<file path="config.mk">
export PLATFORM = sky130hd
export DESIGN_NAME = tar_member_extractor
export DESIGN_NICKNAME = d
export VERILOG_FILES = /design/src/rtl/tme_pkg.sv /design/src/rtl/tar_member_extractor.sv /design/src/rtl/tme_result_fifo.sv /design/src/rtl/tme_parser.sv
export VERILOG_INCLUDE_DIRS = /design/src /design/src/rtl
export SDC_FILE = /design/constraint.sdc
export NUM_CORES = 1
export LEC_CHECK = 0
export BUFFER_PORTS_ARGS = -buffer_cell sky130_fd_sc_hd__buf_2
export CORE_MARGIN = 2
export CORE_UTILIZATION = 40
export DETAILED_ROUTE_END_ITERATION = 10
export PLACE_DENSITY = 0.53
export SLEW_MARGIN = 10
export SYNTH_ARGS = -nofsm -noshare
export SYNTH_HDL_FRONTEND = slang
export SYNTH_SLANG_ARGS = --single-unit
</file>
<file path="constraint.sdc">
create_clock -name clk_i -period 4.3 [get_ports clk_i]
set_input_delay 0.215 -clock clk_i [delete_from_list [all_inputs] [get_ports clk_i]]
set_output_delay 0.215 -clock clk_i [all_outputs]
set_load 0.02 [all_outputs]
</file>
<file path="src/rtl/tar_member_extractor_defines.svh">
// Assertion macros shared by the tar member extractor RTL.
// No dependencies; included by the modules that carry assertions.
`ifndef TAR_MEMBER_EXTRACTOR_DEFINES_SVH
`define TAR_MEMBER_EXTRACTOR_DEFINES_SVH

// Checked assertion, disabled while reset is asserted.
`define TME_ASSERT(lbl, prop, msg) \
  lbl: assert property (@(posedge clk_i) disable iff (!rst_ni) (prop)) else $error(msg);

// Checked assertion, also evaluated during reset.
`define TME_ASSERT_ALWAYS(lbl, prop, msg) \
  lbl: assert property (@(posedge clk_i) (prop)) else $error(msg);

`endif

</file>
<file path="src/rtl/tme_pkg.sv">
// Package for the tar member extractor: result kinds, parser phases, field
// positions and the result types passed between the parser and the queue.
// No dependencies.
package tme_pkg;

  localparam int unsigned BlockPosW   = 9;
  localparam int unsigned SizeW       = 64;
  localparam int unsigned ResultDepth = 4;

  localparam logic [BlockPosW-1:0] NameBytes   = 9'd100;
  localparam logic [BlockPosW-1:0] SizeFirst   = 9'd124;
  localparam logic [BlockPosW-1:0] SizeEnd     = 9'd136;
  localparam logic [BlockPosW-1:0] TypeflagPos = 9'd156;
  localparam logic [BlockPosW-1:0] LastPos     = 9'd511;
  localparam logic [BlockPosW:0]   BlockBytes  = 10'd512;

  localparam logic [7:0] CharNul   = 8'h00;
  localparam logic [7:0] CharSpace = 8'h20;
  localparam logic [7:0] CharZero  = 8'h30;

  typedef enum logic [2:0] {
    KIND_NAME       = 3'd0,
    KIND_KEPT       = 3'd1,
    KIND_SKIPPED    = 3'd2,
    KIND_DATA       = 3'd3,
    KIND_END        = 3'd4,
    KIND_TRUNC      = 3'd5,
    KIND_INCOMPLETE = 3'd6
  } kind_e;

  typedef enum logic [3:0] {
    PH_HEADER = 4'b0001,
    PH_DATA   = 4'b0010,
    PH_PAD    = 4'b0100,
    PH_DONE   = 4'b1000
  } phase_e;

  typedef struct packed {
    kind_e            kind;
    logic [7:0]       byte_value;
    logic [SizeW-1:0] member_size;
    logic             last_of_run;
  } result_t;

  typedef struct packed {
    logic [1:0] cnt;
    result_t    res0;
    result_t    res1;
  } res_push_t;

endpackage

</file>
<file path="src/rtl/tar_member_extractor.sv">
// Top level of the tar member extractor: byte parser followed by a result
// queue. Depends on tme_pkg, tme_parser and tme_result_fifo.
//
// Channel   Direction  tdata                                  tuser  tlast
// s_axis    in         [7:0] archive_byte                     -      final_byte
// m_axis    out        [7:0] byte_value, [71:8] member_size   kind   last_of_run
//
// One input byte is accepted per cycle; its results are written into a
// four-entry queue the same cycle and can leave on the next edge.
// A byte gives at most two results, so s_axis_tready is high while the queue
// holds at least two free entries; output stalls stop input once fewer are free.
// Reset clears the parser to the start of a header and empties the queue.
module tar_member_extractor #(
  parameter int unsigned ResultDepth = tme_pkg::ResultDepth
) (
  input  logic        clk_i,
  input  logic        rst_ni,
  input  logic        s_axis_tvalid,
  output logic        s_axis_tready,
  input  logic [7:0]  s_axis_tdata,   // [7:0] archive_byte
  input  logic        s_axis_tlast,   // final_byte
  output logic        m_axis_tvalid,
  input  logic        m_axis_tready,
  output logic [71:0] m_axis_tdata,   // [7:0] byte_value, [71:8] member_size
  output logic [2:0]  m_axis_tuser,   // [2:0] kind
  output logic        m_axis_tlast    // last_of_run
);

  tme_pkg::res_push_t push;
  tme_pkg::result_t   head;
  logic               room;
  logic               accept;

  assign s_axis_tready = room;
  assign accept        = s_axis_tvalid && room;

  tme_parser u_parser (
    .clk_i          (clk_i),
    .rst_ni         (rst_ni),
    .accept_i       (accept),
    .archive_byte_i (s_axis_tdata),
    .final_byte_i   (s_axis_tlast),
    .push_o         (push)
  );

  tme_result_fifo #(
    .Depth (ResultDepth)
  ) u_fifo (
    .clk_i   (clk_i),
    .rst_ni  (rst_ni),
    .push_i  (push),
    .room_o  (room),
    .valid_o (m_axis_tvalid),
    .ready_i (m_axis_tready),
    .head_o  (head)
  );

  assign m_axis_tdata = {head.member_size, head.byte_value};
  assign m_axis_tuser = head.kind;
  assign m_axis_tlast = head.last_of_run;

endmodule

</file>
<file path="src/rtl/tme_result_fifo.sv">
// Small result queue for the tar member extractor: takes up to two results
// per cycle and hands out one per transaction. Depends on tme_pkg.
`include "tar_member_extractor_defines.svh"

module tme_result_fifo #(
  parameter int unsigned Depth = tme_pkg::ResultDepth
) (
  input  logic              clk_i,
  input  logic              rst_ni,
  input  tme_pkg::res_push_t push_i,
  output logic              room_o,
  output logic              valid_o,
  input  logic              ready_i,
  output tme_pkg::result_t  head_o
);

  localparam int unsigned IdxW = (Depth > 1) ? $clog2(Depth) : 1;
  localparam int unsigned CntW = $clog2(Depth + 1);

  tme_pkg::result_t mem_q [Depth];
  logic [IdxW-1:0] wr_ptr_q, wr_ptr_d, rd_ptr_q, rd_ptr_d, wr_next;
  logic [CntW-1:0] count_q, count_d;
  logic            pop;

  function automatic logic [IdxW-1:0] ptr_inc(input logic [IdxW-1:0] p);
    ptr_inc = (p == IdxW'(Depth - 1)) ? '0 : p + IdxW'(1);
  endfunction

  assign pop     = valid_o && ready_i;
  assign valid_o = (count_q != '0);
  assign room_o  = (count_q <= CntW'(Depth - 2));
  assign head_o  = mem_q[rd_ptr_q];
  assign wr_next = ptr_inc(wr_ptr_q);

  always_comb begin
    wr_ptr_d = wr_ptr_q;
    rd_ptr_d = rd_ptr_q;
    if (push_i.cnt == 2'd1) begin
      wr_ptr_d = wr_next;
    end else if (push_i.cnt == 2'd2) begin
      wr_ptr_d = ptr_inc(wr_next);
    end
    if (pop) begin
      rd_ptr_d = ptr_inc(rd_ptr_q);
    end
    count_d = count_q + CntW'(push_i.cnt) - CntW'(pop);
  end

  always_ff @(posedge clk_i or negedge rst_ni) begin
    if (!rst_ni) begin
      wr_ptr_q <= '0;
      rd_ptr_q <= '0;
      count_q  <= '0;
    end else begin
      wr_ptr_q <= wr_ptr_d;
      rd_ptr_q <= rd_ptr_d;
      count_q  <= count_d;
    end
  end

  always_ff @(posedge clk_i) begin
    if (push_i.cnt != 2'd0) begin
      mem_q[wr_ptr_q] <= push_i.res0;
    end
    if (push_i.cnt == 2'd2) begin
      mem_q[wr_next] <= push_i.res1;
    end
  end

  `TME_ASSERT(a_count_bound, count_q <= CntW'(Depth), "result queue over capacity")
  `TME_ASSERT(a_push_room, (push_i.cnt != 2'd0) |-> room_o, "push without room")
  `TME_ASSERT(a_count_track, 1'b1 |=> count_q == $past(count_q) + CntW'($past(push_i.cnt)) - CntW'($past(pop)), "queue count mismatch")

endmodule

</file>
<file path="src/rtl/tme_parser.sv">
// Byte parser of the tar member extractor: walks header, data and padding
// blocks and produces up to two results per byte. Depends on tme_pkg.
`include "tar_member_extractor_defines.svh"

module tme_parser (
  input  logic               clk_i,
  input  logic               rst_ni,
  input  logic               accept_i,
  input  logic [7:0]         archive_byte_i,
  input  logic               final_byte_i,
  output tme_pkg::res_push_t push_o
);

  tme_pkg::phase_e                   phase_q, phase_d;
  logic [tme_pkg::BlockPosW-1:0]     pos_q, pos_d;
  logic                              name_open_q, name_open_d;
  logic                              size_open_q, size_open_d;
  logic [tme_pkg::SizeW-1:0]         acc_q, acc_d;
  logic                              kept_q, kept_d;
  logic [tme_pkg::SizeW-1:0]         left_q, left_d;
  logic [tme_pkg::BlockPosW-1:0]     pad_q, pad_d;

  always_comb begin
    logic                          have0;
    logic                          close;
    tme_pkg::kind_e                close_kind;
    tme_pkg::result_t              r0;
    tme_pkg::result_t              rc;
    logic [tme_pkg::BlockPosW-1:0] pad_new;
    logic [tme_pkg::SizeW-1:0]     left_new;
    logic [7:0]                    b;

    b          = archive_byte_i;
    have0      = 1'b0;
    close      = 1'b0;
    close_kind = tme_pkg::KIND_END;
    r0         = '0;
    rc         = '0;
    pad_new    = '0;
    left_new   = '0;

    phase_d     = phase_q;
    pos_d       = pos_q;
    name_open_d = name_open_q;
    size_open_d = size_open_q;
    acc_d       = acc_q;
    kept_d      = kept_q;
    left_d      = left_q;
    pad_d       = pad_q;

    case (phase_q)
      tme_pkg::PH_HEADER: begin
        if (pos_q == '0 && b == tme_pkg::CharNul) begin
          phase_d = tme_pkg::PH_DONE;
          close   = final_byte_i;
        end else begin
          if (pos_q < tme_pkg::NameBytes && name_open_q) begin
            if (b == tme_pkg::CharNul) begin
              name_open_d = 1'b0;
            end else begin
              have0         = 1'b1;
              r0.kind       = tme_pkg::KIND_NAME;
              r0.byte_value = b;
            end
          end
          if (pos_q >= tme_pkg::SizeFirst && pos_q < tme_pkg::SizeEnd && size_open_q) begin
            if (b == tme_pkg::CharSpace || b == tme_pkg::CharNul) begin
              size_open_d = 1'b0;
            end else begin
              acc_d = {acc_q[tme_pkg::SizeW-4:0], 3'b000} + {56'd0, b}
                      - {56'd0, tme_pkg::CharZero};
            end
          end
          if (pos_q == tme_pkg::TypeflagPos) begin
            kept_d = (b == tme_pkg::CharZero) || (b == tme_pkg::CharNul);
          end
          if (pos_q == tme_pkg::LastPos) begin
            have0          = 1'b1;
            r0.kind        = kept_q ? tme_pkg::KIND_KEPT : tme_pkg::KIND_SKIPPED;
            r0.member_size = acc_q;
            pad_new        = tme_pkg::BlockPosW'(tme_pkg::BlockBytes - {1'b0, acc_q[8:0]});
            left_d         = acc_q;
            pad_d          = pad_new;
            pos_d          = '0;
            name_open_d    = 1'b1;
            size_open_d    = 1'b1;
            acc_d          = '0;
            if (acc_q != '0) begin
              phase_d = tme_pkg::PH_DATA;
            end else if (pad_new != '0) begin
              phase_d = tme_pkg::PH_PAD;
            end else begin
              phase_d = tme_pkg::PH_HEADER;
            end
            close      = final_byte_i;
            close_kind = (kept_q && acc_q != '0) ? tme_pkg::KIND_TRUNC : tme_pkg::KIND_END;
          end else begin
            pos_d      = pos_q + tme_pkg::BlockPosW'(1);
            close      = final_byte_i;
            close_kind = tme_pkg::KIND_INCOMPLETE;
          end
        end
      end
      tme_pkg::PH_DATA: begin
        if (kept_q) begin
          have0         = 1'b1;
          r0.kind       = tme_pkg::KIND_DATA;
          r0.byte_value = b;
        end
        left_new = left_q - tme_pkg::SizeW'(1);
        left_d   = left_new;
        if (left_new == '0) begin
          if (pad_q != '0) begin
            phase_d = tme_pkg::PH_PAD;
          end else begin
            phase_d     = tme_pkg::PH_HEADER;
            pos_d       = '0;
            name_open_d = 1'b1;
            size_open_d = 1'b1;
            acc_d       = '0;
          end
        end
        close      = final_byte_i;
        close_kind = (kept_q && left_new != '0) ? tme_pkg::KIND_TRUNC : tme_pkg::KIND_END;
      end
      tme_pkg::PH_PAD: begin
        pad_new = (pad_q != '0) ? pad_q - tme_pkg::BlockPosW'(1) : pad_q;
        pad_d   = pad_new;
        if (pad_new == '0) begin
          phase_d     = tme_pkg::PH_HEADER;
          pos_d       = '0;
          name_open_d = 1'b1;
          size_open_d = 1'b1;
          acc_d       = '0;
        end
        close = final_byte_i;
      end
      default: begin
        close = final_byte_i;
      end
    endcase

    if (close) begin
      phase_d     = tme_pkg::PH_HEADER;
      pos_d       = '0;
      name_open_d = 1'b1;
      size_open_d = 1'b1;
      acc_d       = '0;
      kept_d      = 1'b0;
      left_d      = '0;
      pad_d       = '0;
    end

    rc.kind        = close_kind;
    rc.last_of_run = 1'b1;

    push_o = '0;
    if (accept_i) begin
      if (have0) begin
        push_o.res0 = r0;
        push_o.res1 = rc;
        push_o.cnt  = close ? 2'd2 : 2'd1;
      end else if (close) begin
        push_o.res0 = rc;
        push_o.cnt  = 2'd1;
      end
    end
  end

  always_ff @(posedge clk_i or negedge rst_ni) begin
    if (!rst_ni) begin
      phase_q     <= tme_pkg::PH_HEADER;
      pos_q       <= '0;
      name_open_q <= 1'b1;
      size_open_q <= 1'b1;
      acc_q       <= '0;
      kept_q      <= 1'b0;
      left_q      <= '0;
      pad_q       <= '0;
    end else if (accept_i) begin
      phase_q     <= phase_d;
      pos_q       <= pos_d;
      name_open_q <= name_open_d;
      size_open_q <= size_open_d;
      acc_q       <= acc_d;
      kept_q      <= kept_d;
      left_q      <= left_d;
      pad_q       <= pad_d;
    end
  end

  `TME_ASSERT(a_close_resets, accept_i && final_byte_i |=> phase_q == tme_pkg::PH_HEADER && pos_q == '0 && !kept_q && left_q == '0, "state not reset after final byte")
  `TME_ASSERT(a_second_closes, push_o.cnt == 2'd2 |-> push_o.res1.last_of_run && !push_o.res0.last_of_run, "second result is not the closing one")
  `TME_ASSERT(a_data_left, phase_q == tme_pkg::PH_DATA |-> left_q != '0, "data phase with no bytes left")
  `TME_ASSERT(a_pad_left, phase_q == tme_pkg::PH_PAD |-> pad_q != '0, "padding phase with no bytes left")

endmodule

</file>
# == After elaboration in Yosys (flattened, before gate mapping) ==
# Memories as Yosys holds them, arrays and structs flattened.
# Index checks and enable logic that the tools add are counted.
# op_classes
n_eq_ne,24
n_mux,87
n_addsub,11
n_lt_le_gt_ge,4
n_reduce_logical,34
# ops
cell,n
64-bit two-way mux,13
64-bit case mux with 3 select lines,1
154-bit two-way mux,1
64-bit case mux with 2 select lines,1
64-bit nonzero test,2
9-bit two-way mux,10
78-bit two-way mux,1
77-bit two-way mux,1
76-bit two-way mux,1
75-bit two-way mux,1
64-bit by 8-bit adder with 64-bit output,1
64-bit zero test,1
64-bit by 1-bit subtractor with 64-bit output (second input constant),1
64-bit by 6-bit subtractor with 64-bit output (second input constant),1
1-bit two-way mux,28
9-bit case mux with 3 select lines,1
4-bit two-way mux,6
8-bit AND reduction,3
11-bit case mux with 2 select lines,1
4-bit by 2-bit inequality test with 1-bit output (second input constant),5
9-bit zero test,2
9-bit case mux with 2 select lines,1
9-bit nonzero test,2
8-bit by 6-bit equality test with 1-bit output (second input constant),2
other kinds (39),73
# totals
output_inout_bits,78
mem_bits_rw,304
word_cells,172
register_bits,160
n_memories,1
input_bits,13
# mem_list
name,words,word_bits,rd,rd_ports_with_merged_regs,write_ports,line_no,text
u_fifo.mem_q,4,76,1,0,2,tme_result_fifo.sv:20,tme_pkg::result_t mem_q [Depth];

# == Longest topological paths before layout ==
# Gate-level depths: netlist of run 1.
# depth
word_depth,12
ltp_mapped,18
depth_no_buf,17

# == By module ==
# A second synthesis of run 1 with hierarchy kept.
# unflattened
cells_unflattened,2754
area_unflattened_um2,30116.4
# by_module_without_submodules
module,n_inst,area_per_inst_um2,seq_area_each_um2,cells_each
tme_result_fifo,1,15198.3,9303.9,793
tme_parser,1,14911.8,3832.4,1960
tar_member_extractor,1,6.3,0.0,1

# == Least setup slack after synthesis of run 1 ==
# No wires, ideal clock.
# synth_path
path_type,register to register
start,register u_parser.acc_q[1] in the netlist's numbering
end,register u_parser.acc_q[36] in the netlist's numbering
synth_period_minus_slack_ns,3.822
path_slack_ns,0.478
required_time_ns,4.217
path_buffers,1
stages_incl_launch_ff,18
setup_time_ns,0.083
t_arrival_ns,3.739
cell_sequence,dfrtp_1 > clkbuf_1 > inv_1 > ha_1 > inv_1 > ha_1 > fa_1 > a21oi_1 > nand4b_1 > a211oi_1 > o41ai_1 > o221ai_1 > o21ai_0 > o21ai_0 > a221oi_1 > xnor2_1 > nand3_1 > o21ai_0
# synth_between
elab_chain_len,8
# synth_lines
item,line_no,text
"start, declared",tme_parser.sv:18,"logic [tme_pkg::SizeW-1:0] acc_q, acc_d;"
"start signal, assigned",tme_parser.sv:176,acc_q <= '0;
"start signal, assigned",tme_parser.sv:185,acc_q <= acc_d;
64-bit by 8-bit adder with 64-bit output,tme_parser.sv:70,"acc_d = {acc_q[tme_pkg::SizeW-4:0], 3'b000} + {56'd0, b}"
64-bit by 6-bit subtractor with 64-bit output,tme_parser.sv:71,"- {56'd0, tme_pkg::CharZero};"
64-bit two-way mux,tme_parser.sv:67,if (b == tme_pkg::CharSpace || b == tme_pkg::CharNul) begin
64-bit two-way mux,tme_parser.sv:66,if (pos_q >= tme_pkg::SizeFirst && pos_q < tme_pkg::SizeEnd && size_open_q) begin
64-bit two-way mux,tme_parser.sv:77,if (pos_q == tme_pkg::LastPos) begin
64-bit two-way mux,tme_parser.sv:53,if (pos_q == '0 && b == tme_pkg::CharNul) begin
64-bit case mux with 3 select lines,tme_parser.sv:51,case (phase_q)
64-bit two-way mux,tme_parser.sv:143,if (close) begin
# No other way between the ends. The select of a mux whose other input is x is not followed.
# A chain may end at the register's enable or synchronous reset.

# == Worst setup path after layout of run 1 ==
# layout_path
start,register u_parser.left_q[34] in the netlist's numbering
end,register u_parser.acc_q[60] in the netlist's numbering
# layout_between
elab_chain_len,4
# layout_lines
item,line_no,text
"start, declared",tme_parser.sv:20,"logic [tme_pkg::SizeW-1:0] left_q, left_d;"
"start signal, assigned",tme_parser.sv:187,left_q <= left_d;
64-bit by 1-bit subtractor with 64-bit output,tme_parser.sv:110,left_new = left_q - tme_pkg::SizeW'(1);
64-bit zero test,tme_parser.sv:112,if (left_new == '0) begin
3-bit by 2-bit inequality test with 1-bit output (no source line),-,
8-bit AND reduction (no source line),-,
# No other way between the ends.

==> impl_results.rst, run 1 <==
.. list-table::
   :header-rows: 1

   * - Metric
     - Value
   * - Post-synthesis area per instance
     - 9.58 µm²
   * - Overall Power
     - 24.1 mW
   * - Number of fill cells in the layout
     - 5675
   * - CP endpoint kind
     - register
   * - Number of buffer cells added on primary ports
     - 90
   * - Leading post-synthesis cells by cell area
     - sky130_fd_sc_hd__dfxtp_1, sky130_fd_sc_hd__dfrtp_1, sky130_fd_sc_hd__a22o_1, sky130_fd_sc_hd__mux4_2, sky130_fd_sc_hd__ha_1
   * - Hold Fails Final Rpt
     - 0
   * - Count of pins over their slew limit
     - 0
   * - Startpoint-to-endpoint class of the critical path
     - reg2reg
   * - DRC violations left
     - 0
   * - Share of synthesized area spent on multiplexers
     - 7.10%
   * - Path class of the lowest-slack min-delay path
     - in2reg
   * - Clock period minus worst slack
     - 4120 ps
   * - Row Count
     - 91
   * - Via density per instance
     - 6.05
   * - Post-detailed-routing wire length
     - 79000 µm
   * - Worst min-delay path endpoint
     - u_fifo.mem_q[0][71]
   * - Initial drt markers
     - 2029
   * - Post-Place Setup Slack
     - 180 ps
   * - Proportion of synthesized flip-flops having asynchronous set or reset
     - 34.8%
   * - Nets
     - 2824
   * - Count of state elements after synthesis
     - 460
   * - Total via count after detailed routing
     - 21300
   * - Sequential cell area fraction in the yosys report
     - 41.0%
   * - Adder-cell share of the synthesized area
     - 5.98%
   * - Register-to-Register Setup Slack
     - 180 ps
   * - Most used standard cells in the synthesized netlist
     - sky130_fd_sc_hd__a22o_1, sky130_fd_sc_hd__dfxtp_1, sky130_fd_sc_hd__o21ai_0
   * - Fraction of layout instances using a drive strength above 1
     - 16.4%
   * - Critical path peak fanout
     - 18
   * - Final Cycle Share
     - 95.8%
   * - Total of warnings raised by yosys
     - 0
   * - Prevailing post-synth register cell
     - sky130_fd_sc_hd__dfxtp_1
   * - Core Region
     - 61400 µm²
   * - Cell at the root of the clock tree
     - sky130_fd_sc_hd__clkbuf_16
   * - Total congestion overflow after global routing
     - 0
   * - Data arrival time of the worst path
     - 4640 ps
   * - Share of synthesized cell area in and, or, nand and nor gates
     - 14.2%
   * - Die Area
     - 63800 µm²
   * - Gate Count Post-Synth
     - 2581
   * - Starting density of the core
     - 40.3%
   * - Run status
     - complete, no violations
   * - Latest clock arrival within the worst-skew pair
     - 600 ps
   * - Average routed wire per standard cell
     - 22.4 µm
   * - Htree depth
     - 2
   * - Parity-gate share of the synthesized area counting xor and xnor cells
     - 3.08%
   * - Leakage power of the design
     - 12.0 nW
   * - Finish-stage setup viols
     - 0
   * - Die height
     - 253 µm
   * - Maximum vdd ir drop
     - 0.000490 V
   * - Clock tree from TritonCTS
     - built
   * - Reg-to-reg critical path endpoint
     - u_parser.acc_q[60]
   * - Total routing resource utilization after global routing
     - 24.5%
   * - Sum of net half-perimeters after detailed placement
     - 54800 µm
   * - Cell depth of the worst min-delay path
     - 3
   * - Slew HR
     - 32.0%
   * - Max Cap Viol
     - 0
   * - Layout Skew
     - 18.1 ps
   * - Global-route wire length before repair
     - 124000 µm
   * - Startpoint of the most critical hold path
     - s_axis_tdata[6]
   * - Clock buffer count from CTS
     - 51
   * - Syn Std Cell Area
     - 24700 µm²
   * - Cell count of the worst reg-to-reg path
     - 12
   * - Setup crit start kind
     - register
   * - Post-synth net total
     - 2711
   * - Antenna viol nets, final
     - 0
   * - Highest achievable clock rate
     - 243 MHz
   * - Post-synth cell types
     - 88
   * - Vias in the first global route
     - 21100
   * - Area delta synth->final
     - 16.8%
   * - Largest net degree at the start of global routing
     - 95
   * - Sink Count
     - 460
   * - # IOs
     - 91
   * - Most frequent cell after synthesis
     - sky130_fd_sc_hd__a22o_1
   * - Critical Path RT
     - 4820 ps
   * - Final weighted congestion in routability-driven placement
     - 0.961
   * - First-pass DRT Iterations
     - 5
   * - Largest area contributor in the netlist
     - sky130_fd_sc_hd__dfxtp_1
   * - Dominant combinational cell family by area after synthesis
     - compound AO/OA/AOI/OAI gates
   * - Register clock-pin slew on the reported worst setup and hold paths
     - 60 ps
   * - Final setup slack of the worst path
     - 180 ps
   * - Power density of the placed cells
     - 834 nW/µm²
   * - Portion of synthesized cell area occupied by the leading cell type
     - 23.3%
   * - Number of flops mapped to enable cells by yosys
     - 12
   * - Clk buf depth
     - 3
   * - Die boundary width
     - 253 µm
   * - Launching point of the worst reg2reg path
     - u_parser.left_q[34]
   * - Antenna violations before repair
     - 0
   * - Transition time of the tightest slew-check pin
     - 1020 ps
   * - Synthesized-area fraction occupied by ao, oa, aoi and oai cells
     - 24.1%
critical path: stages (launching register included):
cell and delay, ps:
sky130_fd_sc_hd__dfrtp_1 410, sky130_fd_sc_hd__or4_4 560, sky130_fd_sc_hd__or2_4 270, sky130_fd_sc_hd__or4_1 590, sky130_fd_sc_hd__a2111oi_4 400, sky130_fd_sc_hd__o2111ai_2 210
sky130_fd_sc_hd__a2111oi_4 310, sky130_fd_sc_hd__nand4b_1 220, sky130_fd_sc_hd__o21ai_4 220, sky130_fd_sc_hd__and3_4 240, sky130_fd_sc_hd__buf_12 170, sky130_fd_sc_hd__nand2_4 180
sky130_fd_sc_hd__o21ai_0 220
worst max-delay path by stage:
stage | from | endpoint | slack [ps] | cells after the start
floorplan | u_parser.acc_q[1] | u_parser.acc_q[36] | 480 | 17
global placement | s_axis_tdata[4] | u_parser.acc_q[60] | 240 | 18
detailed placement | u_parser.left_q[14] | u_parser.acc_q[60] | 180 | 12
CTS | u_parser.left_q[1] | u_parser.acc_q[60] | 180 | 14
global route | u_parser.left_q[1] | u_parser.acc_q[38] | -20 | 15
finish | u_parser.left_q[34] | u_parser.acc_q[60] | 180 | 12
cells by family (layout without fill, tap and decap cells):
logic type	Yosys count	in the layout
compound gates	856	856
xor+xnor	87	87
fa+ha+maj	117	117
buf+inv	286	442
flops	460	460
mux	81	81
other cells	0	1
simple gates	694	694
flip-flops by register name (all words and copies together), names as in the netlist:
signal / count
u_parser.phase_q: 4
u_parser.pos_q: 9
u_parser.kept_q: 1
u_parser.acc_q: 64
u_fifo.rd_ptr_q: 2
u_parser.left_q: 64
u_parser.pad_q: 9
u_fifo.wr_ptr_q: 2
u_fifo.count_q: 3
u_parser.size_open_q: 1
u_parser.name_open_q: 1
u_fifo.mem_q: 300
metrics by stage:
step	hold slack [ps]	area, µm²	setup TNS [ps]	util, %	std cells
2_1_floorplan	-80.6	24700	0	-	2581
5_1_grt	38.8	28900	-47.0	47.0	3527
3_3_place_gp	405	26800	0	43.6	3421
4_1_cts	4.42	28700	0	46.8	3525
6_report	43.8	28900	0	47.0	3528
3_5_place_dp	420	26800	0	43.6	3421
power breakdown:
group	switching, mW	internal (mW)
logic	8.02	5.20
registers	1.11	4.91
clock network	1.92	2.91
metal layers:
metal	GRT usage [%]	share of wire, %	vias up
li1	-	-	9899
met1	34.0	46	10700
met2	40.3	47	634
met3	3.30	4.8	101
met4	5.85	2.0	0
met5	0	0	-
what timing repair did:
action	4_1_cts	5_1_grt
hold endpoints to repair	115	0
setup buffers	0	2
setup endpoints to repair	0	91
hold buffers	8	0
resized for setup	0	19
layout by cell type (no fill, tap or decap), drive strengths merged, types with 15 or more instances in the layout:
cell type / netlist / layout
xor2: 26 / 26
nor2: 194 / 194
a31oi: 31 / 31
nor2b: 28 / 28
nand4: 27 / 27
nor3: 64 / 64
nand3: 68 / 68
dfrtp: 157 / 157
o21ai: 223 / 223
nand2: 145 / 145
a21oi: 139 / 139
o31ai: 15 / 15
o22ai: 29 / 29
buf: 18 / 210
inv: 128 / 134
xnor2: 61 / 61
ha: 115 / 115
or3: 16 / 16
nand2b: 21 / 21
dfxtp: 288 / 288
mux4: 75 / 75
o21bai: 16 / 16
a22o: 289 / 289
clkbuf: 140 / 68
a21o: 22 / 22
nor4: 35 / 35
cell type report:
cell class	count	area, µm²	area share, %
clock inverters	28	333	1.15
diodes	1	2.50	0.00867
well taps	790	988	3.42
clock buffers	68	1550	5.36
flip-flops and latches	460	10100	35.1
repair buffers	218	1710	5.93
multi-input cells	1835	13700	47.3
inverters	128	480	1.66
Power figures use the tool's default switching activity.
==> inputs of run 2 (changes only) <==
Clock period 4.3 ns to 4 ns, I/O delays scaled along.
==> impl_results.rst, run 2 (same netlist as run 1, synthesis figures left out) <==
.. list-table::
   :header-rows: 1

   * - Metric
     - Value
   * - Most frequent cells in the layout
     - sky130_fd_sc_hd__a22o_1, sky130_fd_sc_hd__dfxtp_1, sky130_fd_sc_hd__nor2_1
   * - Clock tree from TritonCTS
     - built
   * - Grt met2 use
     - 40.4%
   * - Cell at the root of the clock tree
     - sky130_fd_sc_hd__clkbuf_16
   * - Fraction of layout instances using a drive strength above 1
     - 21.0%
   * - Commonest non-fill, non-tap cell in the layout
     - sky130_fd_sc_hd__a22o_1
   * - Sink Count
     - 460
   * - Setup repair after global routing missed its margin
     - yes
   * - Hold Fails Final Rpt
     - 0
   * - Htree depth
     - 2
   * - Via density per instance
     - 6.08
   * - Max FFs per register
     - 300
   * - Core Region
     - 61400 µm²
   * - Met3 Track Usage GR
     - 2.95%
   * - Final weighted congestion in routability-driven placement
     - 0.960
   * - Startpoint-to-endpoint class of the critical path
     - reg2reg
   * - Buffer and inverter count on the worst path
     - 2
   * - Run status
     - finished with violations
   * - Data arrival time of the worst path
     - 4630 ps
   * - Final setup slack of the worst path
     - -91.3 ps
   * - Setup crit start kind
     - register
   * - Post-detailed-routing wire length
     - 83000 µm
   * - Register clock-pin slew on the reported worst setup and hold paths
     - 60 ps
   * - Die Area
     - 63800 µm²
   * - Highest achievable clock rate
     - 244 MHz
   * - Final Cycle Share
     - 102%
   * - First-pass DRT Iterations
     - 7
   * - Register ranked first by flip-flop count
     - u_fifo.mem_q
   * - Most heavily used metal layer in global routing
     - met2
   * - Number of buffer cells added on primary ports
     - 90
   * - Number of antenna cells inserted
     - 0
   * - Finish-stage setup viols
     - 55
   * - Worst-path cell chain
     - or4_4 > or2_4 > or4_4 > a2111oi_4 > o2111ai_2 > a2111oi_4 > nand4b_1 > o21ai_4 > and3_4 > buf_12 > buf_12 > nand3_2 > o21ai_1
   * - Latest clock arrival within the worst-skew pair
     - 610 ps
   * - Leakage power of the design
     - 12.6 nW
   * - Failing checks
     - setup timing
   * - Antenna viol nets, final
     - 0
   * - Layout Skew
     - 23.5 ps
   * - Clock buffer count from CTS
     - 53
   * - Average routed wire per standard cell
     - 22.9 µm
   * - Die boundary width
     - 253 µm
   * - Clock period minus worst slack
     - 4090 ps
   * - GR Layer Usage met1
     - 34.2%
   * - Power density of the placed cells
     - 906 nW/µm²
   * - Row Count
     - 91
   * - Largest net degree at the start of global routing
     - 92
   * - Nets
     - 2915
   * - Total congestion overflow after global routing
     - 0
   * - Cell family with the largest share of critical-path delay
     - simple AND/OR/NAND/NOR gates
   * - Clk buf depth
     - 3
   * - Total routing resource utilization after global routing
     - 24.7%
   * - Maximum vdd ir drop
     - 0.000357 V
   * - Critical path peak fanout
     - 9
   * - Global-route wire length before repair
     - 126000 µm
   * - Antenna violations before repair
     - 0
   * - Registers with the most flip-flops
     - u_fifo.mem_q x300, u_parser.acc_q x64, u_parser.left_q x64
   * - Max Cap Viol
     - 0
   * - Starting density of the core
     - 40.3%
   * - Initial drt markers
     - 1968
   * - Cell area after layout
     - 30100 µm²
   * - Master of the slowest instance on the critical path
     - sky130_fd_sc_hd__or4_4
   * - Area delta synth->final
     - 21.9%
   * - Placed Instance Area
     - 27300 µm²
   * - Count of pins over their slew limit
     - 0
   * - Overall Power
     - 27.3 mW
   * - CP endpoint kind
     - register
   * - Slew HR
     - 32.7%
   * - # IOs
     - 91
   * - Path class of the lowest-slack min-delay path
     - in2reg
   * - Number of fill cells in the layout
     - 5709
   * - CP peak stage delay
     - 560 ps
   * - Transition time of the tightest slew-check pin
     - 1010 ps
   * - Total via count after detailed routing
     - 22000
   * - Sum of net half-perimeters after detailed placement
     - 54700 µm
   * - Critical Path RT
     - 4540 ps
   * - Vias in the first global route
     - 21600
   * - Die height
     - 253 µm
   * - DRC violations left
     - 0
==> run 2: layer usage <==
| layer | part of all wire [%] | vias up |
|---|---|---|
| met1 | 45 | 11000 |
| met3 | 5.4 | 143 |
| li1 | - | 10100 |
| met2 | 47 | 759 |
| met4 | 3.0 | 0 |
| met5 | 0 | - |
==> run 2: final cells by class <==
class	instances	area (µm²)	share of cell area, %
Clock buffer	83	1720	5.71
Clock inverter	16	124	0.411
Inverter	128	480	1.59
Multi-Input combinational cell	1836	14100	46.8
Sequential cell	460	10100	33.7
Tap cell	790	988	3.28
Timing Repair Buffer	306	2560	8.51
==> run 2: path summary, 6_finish.rpt <==
kind / to / cells after the start / startpoint / slack (ps)
max in group asynchronous: u_parser.left_q[4] / 3 / rst_ni / 2700
min in group asynchronous: u_parser.pad_q[3] / 2 / rst_ni / 260
setup / recovery: u_parser.acc_q[45] / 13 / u_parser.left_q[34] / -90
hold reg to reg: u_fifo.mem_q[1][1] / 1 / u_fifo.mem_q[1][1] / 470
hold / removal: u_fifo.mem_q[3][70] / 3 / s_axis_tdata[5] / 90
setup reg to reg: u_parser.acc_q[45] / 13 / u_parser.left_q[34] / -90
==> run 2: stage by stage <==
stage | hold WS (ps) | setup slack [ps] | std cells | utilization [%] | TNS, ps
after floorplan | -95.6 | 178 | 2581 | - | 0
after global placement | 357 | -39.7 | 3494 | 44.5 | -40.1
after detailed placement | 380 | -110 | 3494 | 44.5 | -2300
after CTS | 47.0 | 6.96 | 3603 | 47.7 | 0
after global routing | 63.9 | -209 | 3619 | 49.1 | -11060
final | 85.1 | -91.3 | 3619 | 49.1 | -2470
==> run 2: report_power, final <==
part           switching [mW]  internal, mW
combinational            9.46          6.44
clock                    2.04          3.02
sequential               1.04          5.28
==> run 2: timing repair <==
action	4_1_cts	5_1_grt
hold buffers	10	0
resized for setup	8	159
buffers inserted	0	4
pin swaps	0	28
gates cloned	0	12
endpoints found under the hold margin	108	0
endpoints found under the setup margin	69	323
==> run 2: worst min-delay path: cells and delay by family <==
family | cells | cell delay, ps
buf+inv | 2 | 310
compound gates | 1 | 130
